--- src/rtl/u8d_pkg.sv ---
// Package: shared types, constants and identifier-class functions for the UTF-8 decoder.
`default_nettype none

package u8d_pkg;

   localparam int CP_W = 21;

   localparam logic OP_DATA = 1'b0;
   localparam logic OP_END  = 1'b1;

   localparam int RSP_DEPTH = 4;
   localparam int CONT_RANGES = 31;

   typedef struct packed {
      logic [CP_W-1:0] code_point;
      logic            valid_res;
      logic            ident_start;
      logic            ident_continue;
      logic            last;
   } rsp_type;

   typedef struct packed {
      logic [1:0]      bytes_pending;
      logic [2:0]      seq_length;
      logic [CP_W-1:0] value_accum;
      logic            skipping;
   } state_type;

   localparam logic [CP_W-1:0] CONT_LO [CONT_RANGES] = '{
      21'h000A8, 21'h000AA, 21'h000AD, 21'h000AF, 21'h000B2, 21'h000B7, 21'h000BC,
      21'h000C0, 21'h000D8, 21'h000F8, 21'h00100, 21'h01681, 21'h0180F, 21'h0200B,
      21'h0202A, 21'h0203F, 21'h02054, 21'h02060, 21'h02070, 21'h02460, 21'h02776,
      21'h02C00, 21'h02E80, 21'h03004, 21'h03021, 21'h03031, 21'h03040, 21'h0F900,
      21'h0FD40, 21'h0FDF0, 21'h0FE47
   };

   localparam logic [CP_W-1:0] CONT_HI [CONT_RANGES] = '{
      21'h000A8, 21'h000AA, 21'h000AD, 21'h000AF, 21'h000B5, 21'h000BA, 21'h000BE,
      21'h000D6, 21'h000F6, 21'h000FF, 21'h0167F, 21'h0180D, 21'h01FFF, 21'h0200D,
      21'h0202E, 21'h02040, 21'h02054, 21'h0206F, 21'h0218F, 21'h024FF, 21'h02793,
      21'h02DFF, 21'h02FFF, 21'h03007, 21'h0302F, 21'h0303F, 21'h0D7FF, 21'h0FD3D,
      21'h0FDCF, 21'h0FE44, 21'h0FFF8
   };

   function automatic logic ident_cont_f(input logic [CP_W-1:0] c);
      logic hit;
      hit = 1'b0;
      if (c < 21'h80) begin
         hit = c inside {[21'h61:21'h7A], [21'h41:21'h5A], [21'h30:21'h39], 21'h5F, 21'h24};
      end else begin
         for (int i = 0; i < CONT_RANGES; i++) begin
            if (c >= CONT_LO[i] && c <= CONT_HI[i]) begin
               hit = 1'b1;
            end
         end
         // planes 1..14, all but the last two code points of each plane
         if (c >= 21'h10000 && c <= 21'hEFFFD && c[15:0] <= 16'hFFFD) begin
            hit = 1'b1;
         end
      end
      return hit;
   endfunction

   function automatic logic ident_start_f(input logic [CP_W-1:0] c);
      logic excl;
      excl = (c inside {[21'h30:21'h39], 21'h24}) ||
             (c inside {[21'h0300:21'h036F], [21'h1DC0:21'h1DFF],
                        [21'h20D0:21'h20FF], [21'hFE20:21'hFE2F]});
      return ident_cont_f(c) && !excl;
   endfunction

endpackage

`default_nettype wire

--- src/rtl/u8d_if.sv ---
// Interfaces: byte request channel and decoded-character response channel.
`default_nettype none

interface u8d_req_if;
   logic       valid;
   logic       ready;
   logic       op;
   logic [7:0] byte_value;

   modport source (output valid, output op, output byte_value, input ready);
   modport sink   (input valid, input op, input byte_value, output ready);
endinterface

interface u8d_rsp_if;
   logic        valid;
   logic        ready;
   logic [20:0] code_point;
   logic        valid_res;
   logic        ident_start;
   logic        ident_continue;
   logic        last;

   modport source (output valid, output code_point, output valid_res,
                   output ident_start, output ident_continue, output last,
                   input ready);
   modport sink   (input valid, input code_point, input valid_res,
                   input ident_start, input ident_continue, input last,
                   output ready);
endinterface

`default_nettype wire

--- src/rtl/utf8_decode_ident_classify.sv ---
// Top level: UTF-8 byte stream decoder with identifier-class tagging.
// A byte is decoded from the input register; its results are written into the response queue.
// Throughput: one byte per cycle while the queue has room; rsp presents one result per transfer.
// The input register drains while the 4-entry response queue holds two or fewer results.
// Reset (synchronous, active high) clears decoder state, the input register and the queue.
`default_nettype none

module utf8_decode_ident_classify import u8d_pkg::*; (
   input  logic     clock,
   input  logic     reset,
   u8d_req_if.sink  req_if,
   u8d_rsp_if.source rsp_if
);

   // Input register: holds one accepted transaction until the queue has room
   logic       stg_valid_ff;
   logic       stg_valid_in;
   logic       stg_op_ff;
   logic [7:0] stg_byte_ff;
   logic       stg_drain;
   logic       req_take;
   logic       room;

   // Running decoder state: partial sequence and resync flag
   state_type  state_ff;
   state_type  state_next;

   logic [1:0] res_count;
   logic [1:0] wr_count;
   rsp_type    res0;
   rsp_type    res1;

   // Advance the stage whenever the queue can take two more results
   assign stg_drain    = stg_valid_ff && room;
   assign req_if.ready = !stg_valid_ff || room;
   assign req_take     = req_if.valid && req_if.ready;
   assign stg_valid_in = req_take || (stg_valid_ff && !stg_drain);

   always_ff @(posedge clock) begin
      if (reset) begin
         stg_valid_ff <= 1'b0;
         state_ff     <= '0;
      end else begin
         stg_valid_ff <= stg_valid_in;
         if (stg_drain) begin
            state_ff <= state_next;
         end
      end
   end

   // Payload capture: no reset needed
   always_ff @(posedge clock) begin
      if (req_take) begin
         stg_op_ff   <= req_if.op;
         stg_byte_ff <= req_if.byte_value;
      end
   end

   u8d_decode u_decode (
      .state      (state_ff),
      .op         (stg_op_ff),
      .byte_value (stg_byte_ff),
      .state_next (state_next),
      .res_count  (res_count),
      .res0       (res0),
      .res1       (res1)
   );

   // Push results only on the cycle the stage drains
   assign wr_count = stg_drain ? res_count : 2'd0;

   u8d_rsp_fifo u_rsp_fifo (
      .clock    (clock),
      .reset    (reset),
      .wr_count (wr_count),
      .wr_data0 (res0),
      .wr_data1 (res1),
      .room     (room),
      .rsp_if   (rsp_if)
   );

   // A pending count always lies below the sequence length it belongs to
   a_pending_below_len: assert property (@(posedge clock) disable iff (reset)
      (state_ff.bytes_pending != 2'd0) |->
         ({1'b0, state_ff.bytes_pending} < state_ff.seq_length))
      else $error("pending count not below sequence length");

   // Resync mode never overlaps an open sequence
   a_skip_no_seq: assert property (@(posedge clock) disable iff (reset)
      state_ff.skipping |-> (state_ff.bytes_pending == 2'd0))
      else $error("skipping while a sequence is open");

   // An end marker leaves the decoder fully cleared
   a_end_clears: assert property (@(posedge clock) disable iff (reset)
      (stg_drain && stg_op_ff == OP_END) |=> (state_ff == '0))
      else $error("state not cleared after end marker");

   // Error results carry no code point and no classes
   a_err_zero: assert property (@(posedge clock) disable iff (reset)
      (rsp_if.valid && !rsp_if.valid_res) |->
         (rsp_if.code_point == '0 && !rsp_if.ident_start && !rsp_if.ident_continue))
      else $error("error result with nonzero payload");

   // Start class implies continue class
   a_start_in_cont: assert property (@(posedge clock) disable iff (reset)
      (rsp_if.valid && rsp_if.ident_start) |-> rsp_if.ident_continue)
      else $error("ident_start without ident_continue");

endmodule

`default_nettype wire

--- src/rtl/u8d_decode.sv ---
// Decode step: next decoder state and up to two results for one byte or end marker.
`default_nettype none

module u8d_decode import u8d_pkg::*; (
   input  state_type  state,
   input  logic       op,
   input  logic [7:0] byte_value,
   output state_type  state_next,
   output logic [1:0] res_count,
   output rsp_type    res0,
   output rsp_type    res1
);

   logic            start_byte;
   logic            cont_byte;
   logic            lead_emit;
   logic            lead_ok;
   logic [2:0]      lead_len;
   logic [CP_W-1:0] lead_accum;
   logic [CP_W-1:0] fin_value;
   logic [2:0]      fin_need;
   logic            fin_ok;
   logic [CP_W-1:0] cls_cp;
   logic            cls_start;
   logic            cls_cont;
   rsp_type         err_res;
   rsp_type         lead_res;
   rsp_type         fin_res;
   state_type       lead_state;

   assign start_byte = (byte_value < 8'h80) || (byte_value inside {[8'hC2:8'hF4]});
   assign cont_byte  = byte_value inside {[8'h80:8'hBF]};

   // Lead byte outcome
   always_comb begin
      lead_emit  = (byte_value < 8'h80) || !start_byte;
      lead_ok    = byte_value < 8'h80;
      if (byte_value[7:5] == 3'b110) begin
         lead_len   = 3'd2;
         lead_accum = {16'd0, byte_value[4:0]};
      end else if (byte_value[7:4] == 4'b1110) begin
         lead_len   = 3'd3;
         lead_accum = {17'd0, byte_value[3:0]};
      end else begin
         lead_len   = 3'd4;
         lead_accum = {18'd0, byte_value[2:0]};
      end
      lead_state = '0;
      if (!lead_emit) begin
         lead_state.seq_length    = lead_len;
         lead_state.bytes_pending = lead_len[1:0] - 2'd1;
         lead_state.value_accum   = lead_accum;
      end
      lead_state.skipping = !start_byte;
   end

   // Sequence completion check
   always_comb begin
      fin_value = {state.value_accum[CP_W-7:0], byte_value[5:0]};
      if (fin_value < 21'h800) begin
         fin_need = 3'd2;
      end else if (fin_value < 21'h10000) begin
         fin_need = 3'd3;
      end else begin
         fin_need = 3'd4;
      end
      fin_ok = !(fin_value inside {[21'hD800:21'hDFFF]}) && (fin_need == state.seq_length);
   end

   // Only one well-formed character per step, so one classifier serves both paths
   assign cls_cp    = (state.bytes_pending != 2'd0 && cont_byte) ? fin_value
                                                                 : {13'd0, byte_value};
   assign cls_start = ident_start_f(cls_cp);
   assign cls_cont  = ident_cont_f(cls_cp);

   always_comb begin
      err_res = '0;

      lead_res = '0;
      if (lead_ok) begin
         lead_res.code_point     = cls_cp;
         lead_res.valid_res      = 1'b1;
         lead_res.ident_start    = cls_start;
         lead_res.ident_continue = cls_cont;
      end

      fin_res = '0;
      if (fin_ok) begin
         fin_res.code_point     = cls_cp;
         fin_res.valid_res      = 1'b1;
         fin_res.ident_start    = cls_start;
         fin_res.ident_continue = cls_cont;
      end
   end

   always_comb begin
      state_next = state;
      res_count  = 2'd0;
      res0       = '0;
      res1       = '0;
      if (op == OP_END) begin
         // cut-off sequence reports one error; always clear everything
         res_count  = (state.bytes_pending != 2'd0) ? 2'd1 : 2'd0;
         res0       = err_res;
         state_next = '0;
      end else if (state.bytes_pending != 2'd0) begin
         if (cont_byte) begin
            state_next.value_accum   = fin_value;
            state_next.bytes_pending = state.bytes_pending - 2'd1;
            if (state.bytes_pending == 2'd1) begin
               res_count  = 2'd1;
               res0       = fin_res;
               state_next = '0;
            end
         end else begin
            // broken continuation: report, drop the sequence, retry as a lead
            res0       = err_res;
            res1       = lead_res;
            res_count  = lead_emit ? 2'd2 : 2'd1;
            state_next = lead_state;
         end
      end else if (state.skipping && !start_byte) begin
         state_next = state;
      end else begin
         res0       = lead_res;
         res_count  = lead_emit ? 2'd1 : 2'd0;
         state_next = lead_state;
      end

      if (res_count == 2'd1) begin
         res0.last = 1'b1;
      end
      if (res_count == 2'd2) begin
         res1.last = 1'b1;
      end
   end

endmodule

`default_nettype wire

--- src/rtl/u8d_rsp_fifo.sv ---
// Response queue: takes up to two results per cycle, hands out one per cycle while rsp is ready.
`default_nettype none

module u8d_rsp_fifo import u8d_pkg::*; (
   input  logic       clock,
   input  logic       reset,
   input  logic [1:0] wr_count,
   input  rsp_type    wr_data0,
   input  rsp_type    wr_data1,
   output logic       room,
   u8d_rsp_if.source  rsp_if
);

   rsp_type    mem_ff [RSP_DEPTH];
   logic [1:0] wr_ptr_ff;
   logic [1:0] wr_ptr_in;
   logic [1:0] rd_ptr_ff;
   logic [1:0] rd_ptr_in;
   logic [2:0] count_ff;
   logic [2:0] count_in;
   logic [1:0] wr_ptr_p1;
   logic       rd_take;

   assign rd_take   = rsp_if.valid && rsp_if.ready;
   assign wr_ptr_p1 = wr_ptr_ff + 2'd1;
   assign room      = count_ff <= 3'(RSP_DEPTH - 2);

   assign wr_ptr_in = wr_ptr_ff + wr_count;
   assign rd_ptr_in = rd_ptr_ff + {1'b0, rd_take};
   assign count_in  = count_ff + {1'b0, wr_count} - {2'b00, rd_take};

   always_ff @(posedge clock) begin
      if (reset) begin
         wr_ptr_ff <= '0;
         rd_ptr_ff <= '0;
         count_ff  <= '0;
      end else begin
         wr_ptr_ff <= wr_ptr_in;
         rd_ptr_ff <= rd_ptr_in;
         count_ff  <= count_in;
      end
   end

   always_ff @(posedge clock) begin
      if (wr_count != 2'd0) begin
         mem_ff[wr_ptr_ff] <= wr_data0;
      end
      if (wr_count == 2'd2) begin
         mem_ff[wr_ptr_p1] <= wr_data1;
      end
   end

   assign rsp_if.valid          = count_ff != 3'd0;
   assign rsp_if.code_point     = mem_ff[rd_ptr_ff].code_point;
   assign rsp_if.valid_res      = mem_ff[rd_ptr_ff].valid_res;
   assign rsp_if.ident_start    = mem_ff[rd_ptr_ff].ident_start;
   assign rsp_if.ident_continue = mem_ff[rd_ptr_ff].ident_continue;
   assign rsp_if.last           = mem_ff[rd_ptr_ff].last;

endmodule

`default_nettype wire

--- src/flat_wrapper.sv ---
// flat-port wrapper written by rule: the top's interface ports become plain ports
module utf8_decode_ident_classify_flat import u8d_pkg::*;
  (clock, reset, req_if_valid, req_if_op, req_if_byte_value, req_if_ready, rsp_if_valid, rsp_if_code_point, rsp_if_valid_res, rsp_if_ident_start, rsp_if_ident_continue, rsp_if_last, rsp_if_ready);
  u8d_req_if req_if_i ();
  u8d_rsp_if rsp_if_i ();
  input  logic clock;
  input  logic reset;
  input wire logic [$bits(req_if_i.valid)-1:0] req_if_valid;
  input wire logic [$bits(req_if_i.op)-1:0] req_if_op;
  input wire logic [$bits(req_if_i.byte_value)-1:0] req_if_byte_value;
  output wire logic [$bits(req_if_i.ready)-1:0] req_if_ready;
  output wire logic [$bits(rsp_if_i.valid)-1:0] rsp_if_valid;
  output wire logic [$bits(rsp_if_i.code_point)-1:0] rsp_if_code_point;
  output wire logic [$bits(rsp_if_i.valid_res)-1:0] rsp_if_valid_res;
  output wire logic [$bits(rsp_if_i.ident_start)-1:0] rsp_if_ident_start;
  output wire logic [$bits(rsp_if_i.ident_continue)-1:0] rsp_if_ident_continue;
  output wire logic [$bits(rsp_if_i.last)-1:0] rsp_if_last;
  input wire logic [$bits(rsp_if_i.ready)-1:0] rsp_if_ready;
  assign req_if_i.valid = req_if_valid;
  assign req_if_i.op = req_if_op;
  assign req_if_i.byte_value = req_if_byte_value;
  assign req_if_ready = req_if_i.ready;
  assign rsp_if_valid = rsp_if_i.valid;
  assign rsp_if_code_point = rsp_if_i.code_point;
  assign rsp_if_valid_res = rsp_if_i.valid_res;
  assign rsp_if_ident_start = rsp_if_i.ident_start;
  assign rsp_if_ident_continue = rsp_if_i.ident_continue;
  assign rsp_if_last = rsp_if_i.last;
  assign rsp_if_i.ready = rsp_if_ready;
  utf8_decode_ident_classify u_core (.clock(clock), .reset(reset), .req_if(req_if_i), .rsp_if(rsp_if_i));
endmodule
--- config.mk ---
export PLATFORM = sky130hd
export DESIGN_NAME = utf8_decode_ident_classify_flat
export DESIGN_NICKNAME = d
export VERILOG_FILES = /design/src/rtl/u8d_pkg.sv /design/src/rtl/u8d_if.sv /design/src/rtl/utf8_decode_ident_classify.sv /design/src/rtl/u8d_decode.sv /design/src/rtl/u8d_rsp_fifo.sv /design/src/flat_wrapper.sv
export SDC_FILE = /design/constraint.sdc
export NUM_CORES = 1
export LEC_CHECK = 0
export BUFFER_PORTS_ARGS = -buffer_cell sky130_fd_sc_hd__buf_2
export CORE_MARGIN = 3
export CORE_UTILIZATION = 54
export DETAILED_ROUTE_END_ITERATION = 10
export PLACE_DENSITY = 0.78
export SYNTH_ARGS = -nofsm -noshare
export SYNTH_HDL_FRONTEND = slang
export SYNTH_SLANG_ARGS = --single-unit
export TNS_END_PERCENT = 5
--- constraint.sdc ---
create_clock -name clock -period 5.7 [get_ports clock]
set_input_delay 0.57 -clock clock [delete_from_list [all_inputs] [get_ports clock]]
set_output_delay 0.57 -clock clock [all_outputs]
set_load 0.01 [all_outputs]
==> impl_metrics.ini <==
[sta]
slew-limit-headroom = 0.205
setup_viol = 0
hold_slack_ns = 0.328
drv_slew = 0
worstMarginPinSlew_ns = 1.18
rsz0062_at_grt = false
hold_viol = 0
timing.final.crit_share = 0.733
fmax_mhz = 239
layout_min_cycle_time_ns = 4.18
finalClockSkew_ns = 0.0132
tns_ns = 0

[synth]
synth_seq_cells = 138
synth_flop_cell = edfxtp_1
synth-edff-count = 109
synthArstFlopShare = 0
synthesis.nets = 829
avgSynthCellArea_um2 = 10.2
syn_inst = 808
yosysUniqueCellTypes = 85
ys_warn_count = 0
ys_seq_area_frac = 0.468
netlist_area_um2 = 8230

[global_route]
use_met2 = 0.473
use_met3 = 0.0639
met1_usage = 0.391
top_usage_layer = met2
grt_max_degree = 35
grt_usage = 0.303
grt_remaining_overflow = 0
antenna_found_initial = 0
grt_pass1_wl_um = 38600
first_global_vias = 6848

[place]
dp_hpwl_um = 16800
numPortBuffers = 39
dp_cells = 976
gp_congestion = 1.03

[final_layout]
final_cell_mix = edfxtp_1, nor2_1, nand2_1, and2_1, buf_2
syn_to_final_growth_pct = 10.9
finish.utilization = 0.621
nets = 832
n_antenna_cell = 0
layout-drive-gt1-share = 0.174
layout.cells.most_common = edfxtp_1
stdcell_count = 1008

[routing]
firstDrtPassIters = 5
routedWlPerCell_um = 24.5
routed_wl_um = 24700
ant_nets = 0
drt_iter0_drc = 1010
num_vias = 6946
vias_per_cell = 6.89
drc_errors = 0

[clock_network]
post_cts.repair.setup_buffers = 0
clk-insertion-delay-late_ns = 0.42
cts_sinks = 138
numCtsBuffers = 17
cts-root-buf = clkbuf_16
holdBufCountCts = 0
htreeDepth = 4
clockBufferDepth = 2
postCtsResizedCells = 0
path_clk_slew_ns = 0.06
cts_tree = done

[pwr]
peakVddDrop_mv = 0.195
powerDensity_nw_per_um2 = 326
finalPower_uw = 2970
p_leak_uw = 0.00301

[floorplanning]
dieWidth_um = 129
initial_core_util = 0.560
coreArea_um2 = 14700
design.die.area_um2 = 16800
die_y_um = 129
ios = 40
rows = 44

[worst_setup_path]
critical_path_arrival_ns = 4.44
cp.required_ns = 5.97
cp-start-kind = flip-flop
worstSetupEndpointType = flip-flop
path_class = flip-flop to flip-flop
worstPathMaxFanout = 29

[outcome]
status = finished, final reports clean

[run]
cap_violations = 0

[min_path]
hold_path.class = primary input to flip-flop
==> cells by family (layout without fill, tap and decap cells) <==
| kind of cell | Yosys count | count (layout) | synth area share |
|---|---|---|---|
| xor+xnor | 8 | 8 | 0.00851 |
| buf+inv | 95 | 111 | 0.0482 |
| simple gates | 376 | 376 | 0.255 |
| compound gates | 155 | 155 | 0.135 |
| flops | 138 | 138 | 0.468 |
| mux | 28 | 28 | 0.0720 |
| fa+ha+maj | 8 | 8 | 0.0131 |
==> stage by stage <==
step | setup WS [ns] | instance area (um2)
2_1_floorplan | 1.44 | 8230
3_3_place_gp | 1.80 | 8510
3_5_place_dp | 1.65 | 8510
4_1_cts | 1.61 | 9130
5_1_grt | 1.08 | 9130
6_report | 1.52 | 9130
==> Yosys cell counts (5+ instances only) <==
cell | n | share of area
or3_1 | 9 | 0.0068
nor3_1 | 38 | 0.023
a31oi_1 | 6 | 0.0046
o211ai_1 | 5 | 0.0046
clkbuf_1 | 55 | 0.025
mux4_2 | 25 | 0.068
and2_1 | 51 | 0.039
a21oi_1 | 36 | 0.022
nor4b_1 | 7 | 0.0074
nor2b_1 | 9 | 0.0068
dfxtp_1 | 29 | 0.071
o31ai_1 | 8 | 0.0073
or4_1 | 8 | 0.0073
nand3_1 | 36 | 0.022
a41o_1 | 5 | 0.0061
o221ai_1 | 5 | 0.0053
buf_1 | 8 | 0.0036
and3_1 | 9 | 0.0068
nand4_1 | 15 | 0.011
buf_2 | 5 | 0.0030
nand3b_1 | 5 | 0.0046
edfxtp_1 | 109 | 0.40
inv_1 | 19 | 0.0087
nand2_1 | 58 | 0.026
nand2b_1 | 11 | 0.0084
ha_1 | 7 | 0.011
nor2_1 | 71 | 0.032
o21ai_0 | 20 | 0.012
a211oi_1 | 7 | 0.0064
o21ai_1 | 5 | 0.0030
a41oi_1 | 5 | 0.0053
o41ai_1 | 5 | 0.0053
nor4_1 | 14 | 0.011
xnor2_1 | 6 | 0.0064
==> flip-flops by register name (all words and copies together) (netlist names) <==
| signal | flops |
|---|---|
| u_core.state_ff | 21 |
| u_core.u_rsp_fifo.rd_ptr_ff | 2 |
| u_core.stg_byte_ff | 8 |
| u_core.u_rsp_fifo.count_ff | 3 |
| u_core.u_rsp_fifo.wr_ptr_ff | 2 |
| u_core.u_rsp_fifo.mem_ff | 100 |
| u_core.stg_op_ff | 1 |
| u_core.stg_valid_ff | 1 |
==> power breakdown <==
part           switching (uW)  internal [uW]
Clock                     441            700
Sequential               86.9           1140
Combinational             328            280
Total                     857           2110
==> path summary, 6_finish.rpt <==
kind                                                  startpoint                                        end  slack (ns)  depth (start not counted)
worst max-delay path             u_core.state_ff[7]$_SDFFE_PP0P_  u_core.u_rsp_fifo.mem_ff[3][18]$_DFFE_PP_        1.52                          7
worst max register to register   u_core.state_ff[7]$_SDFFE_PP0P_  u_core.u_rsp_fifo.mem_ff[3][18]$_DFFE_PP_        1.52                          7
worst min register to register  u_core.state_ff[26]$_SDFFE_PP0P_           u_core.state_ff[26]$_SDFFE_PP0P_        0.49                          2
worst min-delay path                        req_if_byte_value[6]            u_core.stg_byte_ff[6]$_DFFE_PP_        0.33                          1
==> area by class of cell <==
type / instances / area (um2)
repair buffers: 58 / 338
clock inverters: 14 / 189
well taps: 184 / 230
multi-input cells: 575 / 4010
clock buffers: 18 / 429
fillers: 1165 / 5570
inverters: 21 / 78.8
flip-flops and latches: 138 / 3850
==> routing by layer <==
| metal | wire [um] | vias up |
|---|---|---|
| met4 | 1590 | 0 |
| met1 | 9620 | 3322 |
| li1 | - | 3083 |
| met3 | 2140 | 112 |
| met2 | 11400 | 429 |
| met5 | 0 | - |
==> worst max-delay path, cell delays in order, from the launching register on <==
cell	delay (ns)
dfxtp_1	0.80
nor2_1	0.31
nand3_1	0.19
nor4b_1	0.48
o21ai_1	0.28
nand2b_1	0.69
nor2_1	0.99
and2_1	0.28
Power figures use the tool's default switching activity.
